`src/rtl/core/lskv_pkg.sv`:
```
// lskv_pkg: shared types and constants of the key/value store core
`default_nettype none
package lskv_pkg;
  localparam int LOG_SLOTS = 1024;
  localparam int SLOT_W = $clog2(LOG_SLOTS);
  localparam int CNT_W = SLOT_W + 1;
  localparam int KEY_W = 16;
  localparam int KEY_IN_W = 32;
  localparam int VAL_W = 64;
  localparam int OP_W = 3;
  localparam int ST_W = 2;

  typedef enum logic [OP_W-1:0] {
    OP_READ = 3'd0, OP_WRITE = 3'd1, OP_REMOVE = 3'd2, OP_FORMAT = 3'd3, OP_COMPACT = 3'd4
  } op_t;

  typedef enum logic [ST_W-1:0] {
    ST_OK = 2'd0, ST_INVALID = 2'd1, ST_NOTFOUND = 2'd2, ST_FULL = 2'd3
  } stat_t;

  typedef enum logic [4:0] {
    S_IDLE, S_DECODE, S_SRCH_RD, S_SRCH_CMP, S_SRCH_END, S_RD_WAIT, S_WR_CHK, S_WR_PREP,
    S_CMP_RDI, S_CMP_RDL, S_CMP_WR, S_CMP_END, S_APPLY, S_SH_CHK, S_SH_WR, S_FIN
  } state_t;

  typedef struct packed {
    logic [KEY_W-1:0]  key;
    logic [SLOT_W-1:0] slot;
  } idx_ent_t;

  typedef struct packed {
    logic  load;
    logic  i_clr;
    logic  i_inc;
    logic  i_set_pos;
    logic  idx_ra_next;
    logic  log_ra_idx;
    logic  srch_cap;
    logic  hold_key;
    logic  cmp_wr;
    logic  cmp_done;
    logic  upd_slot;
    logic  append_new;
    logic  log_append;
    logic  shift_wr;
    logic  idx_dec;
    logic  fmt;
    logic  rd_cap;
    logic  set_stat;
    stat_t stat;
    logic  push;
  } cmd_t;

  typedef struct packed {
    op_t              op;
    logic             key_bad;
    logic             match;
    logic             i_last;
    logic             idx_empty;
    logic             log_full;
    logic             idx_full;
    logic             val_eq;
    logic             found;
    logic             out_free;
    logic [CNT_W-1:0] log_used;
    logic [CNT_W-1:0] idx_used;
  } sts_t;
endpackage
`default_nettype wire

```
`src/rtl/core/lskv_ctrl.sv`:
```
// lskv_ctrl: operation sequencer of the key/value store core
`default_nettype none
module lskv_ctrl (
  input  wire logic          clk,
  input  wire logic          rst_n,
  input  wire logic          in_tvalid,
  output logic               in_tready,
  input  wire lskv_pkg::sts_t sts,
  output lskv_pkg::cmd_t     cmd,
  output lskv_pkg::state_t   state
);
  import lskv_pkg::*;

  state_t state_r, state_nxt;
  assign state = state_r;

  always_ff @(posedge clk) begin
    if (!rst_n) begin
      state_r <= S_IDLE;
    end else begin
      state_r <= state_nxt;
    end
  end

  logic keyed;
  assign keyed = sts.op inside {OP_READ, OP_WRITE, OP_REMOVE};

  always_comb begin
    state_nxt = state_r;
    case (state_r)
      S_IDLE: if (in_tvalid) state_nxt = S_DECODE;
      S_DECODE: begin
        if (keyed && sts.key_bad) state_nxt = S_FIN;
        else if (keyed) state_nxt = sts.idx_empty ? S_SRCH_END : S_SRCH_RD;
        else if (sts.op == OP_COMPACT) begin
          if (sts.idx_full) state_nxt = S_FIN;
          else state_nxt = sts.idx_empty ? S_CMP_END : S_CMP_RDI;
        end else state_nxt = S_FIN;
      end
      S_SRCH_RD: state_nxt = S_SRCH_CMP;
      S_SRCH_CMP: state_nxt = (sts.match || sts.i_last) ? S_SRCH_END : S_SRCH_RD;
      S_SRCH_END: begin
        if (!sts.found) state_nxt = (sts.op == OP_WRITE) ? S_WR_PREP : S_FIN;
        else if (sts.op == OP_READ) state_nxt = S_RD_WAIT;
        else if (sts.op == OP_WRITE) state_nxt = S_WR_CHK;
        else state_nxt = S_WR_PREP;
      end
      S_RD_WAIT: state_nxt = S_FIN;
      S_WR_CHK: state_nxt = sts.val_eq ? S_FIN : S_WR_PREP;
      S_WR_PREP: begin
        if (!sts.log_full) state_nxt = S_APPLY;
        else if (sts.idx_full) state_nxt = S_FIN;
        else state_nxt = sts.idx_empty ? S_CMP_END : S_CMP_RDI;
      end
      S_CMP_RDI: state_nxt = S_CMP_RDL;
      S_CMP_RDL: state_nxt = S_CMP_WR;
      S_CMP_WR: state_nxt = sts.i_last ? S_CMP_END : S_CMP_RDI;
      S_CMP_END: state_nxt = (sts.op == OP_COMPACT) ? S_FIN : S_APPLY;
      S_APPLY: state_nxt = (sts.op == OP_REMOVE) ? S_SH_CHK : S_FIN;
      S_SH_CHK: state_nxt = sts.i_last ? S_FIN : S_SH_WR;
      S_SH_WR: state_nxt = S_SH_CHK;
      S_FIN: if (sts.out_free) state_nxt = S_IDLE;
      default: state_nxt = S_IDLE;
    endcase
  end

  always_comb begin
    cmd = '0;
    cmd.stat = ST_OK;
    in_tready = (state_r == S_IDLE);
    case (state_r)
      S_IDLE: cmd.load = in_tvalid;
      S_DECODE: begin
        cmd.i_clr = 1'b1;
        if (keyed && sts.key_bad) begin
          cmd.set_stat = 1'b1;
          cmd.stat = ST_INVALID;
        end else if (sts.op == OP_FORMAT) cmd.fmt = 1'b1;
        else if (sts.op == OP_COMPACT && sts.idx_full) begin
          cmd.set_stat = 1'b1;
          cmd.stat = ST_FULL;
        end
      end
      S_SRCH_CMP: begin
        if (sts.match) cmd.srch_cap = 1'b1;
        else if (!sts.i_last) cmd.i_inc = 1'b1;
      end
      S_SRCH_END: begin
        if (!sts.found && sts.op == OP_READ) begin
          cmd.set_stat = 1'b1;
          cmd.stat = ST_NOTFOUND;
        end
      end
      S_RD_WAIT: cmd.rd_cap = 1'b1;
      S_WR_PREP: begin
        cmd.i_clr = 1'b1;
        if (sts.log_full && sts.idx_full) begin
          cmd.set_stat = 1'b1;
          cmd.stat = ST_FULL;
        end
      end
      S_CMP_RDL: begin
        cmd.log_ra_idx = 1'b1;
        cmd.hold_key = 1'b1;
      end
      S_CMP_WR: begin
        cmd.cmp_wr = 1'b1;
        cmd.i_inc = !sts.i_last;
      end
      S_CMP_END: cmd.cmp_done = 1'b1;
      S_APPLY: begin
        cmd.log_append = 1'b1;
        if (sts.op == OP_REMOVE) cmd.i_set_pos = 1'b1;
        else if (sts.found) cmd.upd_slot = 1'b1;
        else cmd.append_new = 1'b1;
      end
      S_SH_CHK: begin
        cmd.idx_ra_next = 1'b1;
        cmd.idx_dec = sts.i_last;
      end
      S_SH_WR: begin
        cmd.shift_wr = 1'b1;
        cmd.i_inc = 1'b1;
      end
      S_FIN: cmd.push = sts.out_free;
      default: cmd = '0;
    endcase
  end
endmodule
`default_nettype wire

```
`config.mk`:
```
export PLATFORM = sky130hd
export DESIGN_NAME = lskv_ctrl
export DESIGN_NICKNAME = d
export VERILOG_FILES = /design/src/rtl/core/lskv_pkg.sv /design/src/rtl/core/lskv_ctrl.sv
export SDC_FILE = /design/constraint.sdc
export NUM_CORES = 1
export LEC_CHECK = 0
export BUFFER_PORTS_ARGS = -buffer_cell sky130_fd_sc_hd__buf_2
export CELL_PAD_IN_SITES_DETAIL_PLACEMENT = 1
export CELL_PAD_IN_SITES_GLOBAL_PLACEMENT = 2
export CORE_MARGIN = 4
export CORE_UTILIZATION = 16
export CTS_CLUSTER_DIAMETER = 50
export DETAILED_ROUTE_END_ITERATION = 10
export PLACE_DENSITY_LB_ADDON = 0.1
export SETUP_SLACK_MARGIN = 0.4
export SYNTH_ARGS = -nofsm -noshare
export SYNTH_HDL_FRONTEND = slang
export SYNTH_SLANG_ARGS = --single-unit
```
`constraint.sdc`:
```
create_clock -name clk -period 2.2 [get_ports clk]
set_input_delay 0.44 -clock clk [delete_from_list [all_inputs] [get_ports clk]]
set_output_delay 0.44 -clock clk [all_outputs]
set_load 0.02 [all_outputs]
```
==> results.md <==
* Cell count after placement at 196
* Sum of routed wire length over all layers at 3290 microns
* Clock root buffer: clkbuf_8
* Final setup viols at 0
* Post-detailed-placement cell area at 1010 sq um
* Category of the worst setup path capture point: primary output
* Final cell count without fillers at 215
* Mean Syn Cell Area at 6.68 sq um
* Half-perimeter wire length of the detailed placement result at 2550 microns
* Hold Vio Cnt, Final at 0
* Pre-CTS WS at 0.118 ns
* Syn_nets at 142
* Sum of internal, switching and leakage power at 1.42 mW
* Detailed-route wire length per cell at 15.3 microns
* PortBufs at 40
* Area taken by flip-flops and latches at 95.1 sq um
* Maximum ir drop on the vdd rail at 0.000415 V
* Layout Area Growth over Synthesis at 88.1%
* Net switching power at 0.683 mW
* Number of enable flip-flop cells after synthesis at 0
* Number of synthesis warnings at 0
* Die height at 74.2 microns
* Total clock buffers created by CTS at 3
* Critical Setup Path Class: flop to primary output
* Antenna violations before repair at 0
* Via density per instance at 4.62
* Number of placement rows at 23
* Share of post-route cells with drive strength above 1 at 57.6%
* Initial cell density of the core at 17.1%
* Int Pwr at 0.736 mW
* Clock network power share at 11.2%
* Number of buffer and inverter instances along the worst setup path at 1
* Headroom to the max-slew limit at 62.8%
* Clock slew at reported path FFs at 0.03 ns
* Post-detailed-route DRC marker count at 0
* Top Family by Delay on Critical Path: simple AND/OR/NAND/NOR gates
* Clk sinks at 4
* Area of the die at 5510 sq um
* Max Transition Viols Final at 0
* Final setup TNS at 0 ns
* Via count of the first global-routing pass at 964
* Critical path cell sequence: or4b_4, o22ai_2, nand2_2, o211ai_1, buf_4
* Distinct cells, synth at 43
* Worst path arrival time at 1.63 ns
* Outcome: finished clean
* Main flop type after synthesis: dfxtp_1
* Switching share of power at 48.1%
* Final worst-path setup slack at 0.128 ns
* Async set-reset flop share out of synthesis at 0%
* Share of synthesized area occupied by flip-flops and latches at 11.4%
* Number of vias after detailed routing at 993
* I/O pin total at 64
* Die boundary width at 74.2 microns
* Number of inserted diodes at 0
* Pin count of the biggest net entering global routing at 13
* Mapped Area at 702 sq um
* Setup repair after global routing missed its margin: yes
* Cell leakage power at 0.634 nW
* Detailed Route Iter0 Violations at 41
* Finished Core Util at 32.1%
* GR Overflow Total at 0
* Highest clock rate at 483 MHz
* Slew at the pin closest to its max-slew limit at 0.555 ns
* Clock buffer depth at 2
* Number of H-tree branching levels at 1
* Shortest period the worst path allows at 2.07 ns
* Final Wtd Congestion at 0.772
* Number of flip-flops under the largest register name at 4
* Number of hold-repair buffers added at the cts stage at 0
* Setup Skew at 0.000437 ns
* Max-Cap Viols at 0
* Power per standard cell area at 1070 nW/um^2
* Sequential cell fraction of total power at 12.2%
* Post-DRT Antenna Nets at 0
* Longest individual stage delay on the worst path at 0.53 ns
* Gate count of the mapped netlist at 105
* Post-route cell area at 1320 sq um
* Overall Global Routing Usage at 11.7%
* Source-to-sink clock delay at the later pin of the worst-skew pair at 0.22 ns
* Iteration count of the initial detailed-routing pass at 4
* First-pass GRT wire length at 4990 microns
* Launching element type of the critical path: flop
* Fill cell count at 516
* Top fanout value on the critical path at 5
* Number of nets in the finished design at 204
* Slowest cell on the critical path: or4b_4
* Worst hold slack at 0.486 ns
* Area occupied by multi-input gates at 636 sq um
* Data required time of the worst path at 1.76 ns
* Hold Path Class: input pin to flop
* Logic pwr share at 76.6%
* #FFs+latches synth at 4
* Fraction of the cycle the final worst path needs at 94.2%
* Placeable Area at 4120 sq um
* TritonCTS clock tree: yes
==> synth_stat cells (2+ instances only) <==
library cell / count / share of area (%)
o22ai_1: 2 / 1.8
a21oi_1: 5 / 3.6
o21ai_0: 5 / 3.6
buf_4: 3 / 3.2
nand3_1: 2 / 1.4
buf_2: 4 / 2.9
inv_1: 7 / 3.7
dfxtp_1: 4 / 11
nor2_1: 14 / 7.5
a211oi_1: 2 / 2.1
o32ai_1: 2 / 2.5
o31a_1: 2 / 2.5
nor3_1: 6 / 4.3
and2_1: 3 / 2.7
nor3b_1: 2 / 2.1
nand2b_1: 6 / 5.3
a21o_1: 2 / 2.1
nand2_1: 9 / 4.8
==> area by class of cell <==
class                           count  area share (%)
Tap cell                           50            4.74
Sequential cell                     4            7.20
Multi-Input combinational cell     86            48.2
Inverter                            7            2.27
Clock buffer                        3            3.13
Timing Repair Buffer               65            34.5
==> repair_timing <==
item                                    in CTS  in global routing
endpoints found under the setup margin      11                 21
pin swaps                                    5                  4
setup buffers                               10                  6
hold endpoints to repair                     0                  0
gates resized for setup                     30                 12
==> kinds of logic after synthesis <==
group,count (synthesis),share of synthesized area (%)
AO/OA/AOI/OAI,29,31.7
XOR/XNOR,2,2.50
other,1,0.534
AND/OR/NAND/NOR,54,42.4
flip-flops,4,11.4
buffers and inverters,15,11.4
==> layer usage <==
metal	up-vias	part of all wire [%]	track usage, %
li1	504	-	-
met1	462	44	15.3
met2	25	50	20.5
met3	2	5.1	1.35
met4	0	0.58	2.96
met5	-	0	0
==> worst reg2reg max path, stage by stage, from the launching register on <==
cell	delay [ns]
dfxtp_4	0.35
or4b_4	0.53
buf_4	0.15
buf_6	0.11
buf_4	0.14
a21oi_1	0.11
nand2_1	0.08
a41oi_2	0.20
==> layout by cell type, fill, tap and decap left out, types with 3 or more instances in the layout <==
cell type / netlist / final
o21ai_0: 5 / 4
and2_1: 3 / 3
buf_2: 4 / 28
buf_6: 1 / 10
nor2_1: 14 / 11
nand2b_1: 6 / 5
dfxtp_4: 0 / 4
buf_4: 3 / 27
nor2_2: 0 / 3
a21oi_1: 5 / 5
inv_1: 7 / 6
nand2_1: 9 / 7
nor3_1: 6 / 4
clkbuf_8: 0 / 3
==> power groups by stage <==
stage          Clock, mW  Sequential (mW)  Combinational (mW)
3_3_place_gp           0            0.187               0.790
2_1_floorplan          0            0.176               0.544
5_1_grt            0.169            0.181                1.17
3_5_place_dp           0            0.185               0.795
4_1_cts            0.162            0.185               0.988
6_report           0.158            0.173                1.09
==> final timing paths <==
path | start | endpoint | slack [ns] | cells past startpoint
worst max register to register | state[1] | state[1] | 0.43 | 7
worst max-delay path | state[1] | cmd[3] | 0.13 | 5
worst min register to register | state[3] | state[1] | 0.71 | 2
worst min-delay path | rst_n | state[3] | 0.49 | 2
(Power assumes the default switching activity.)
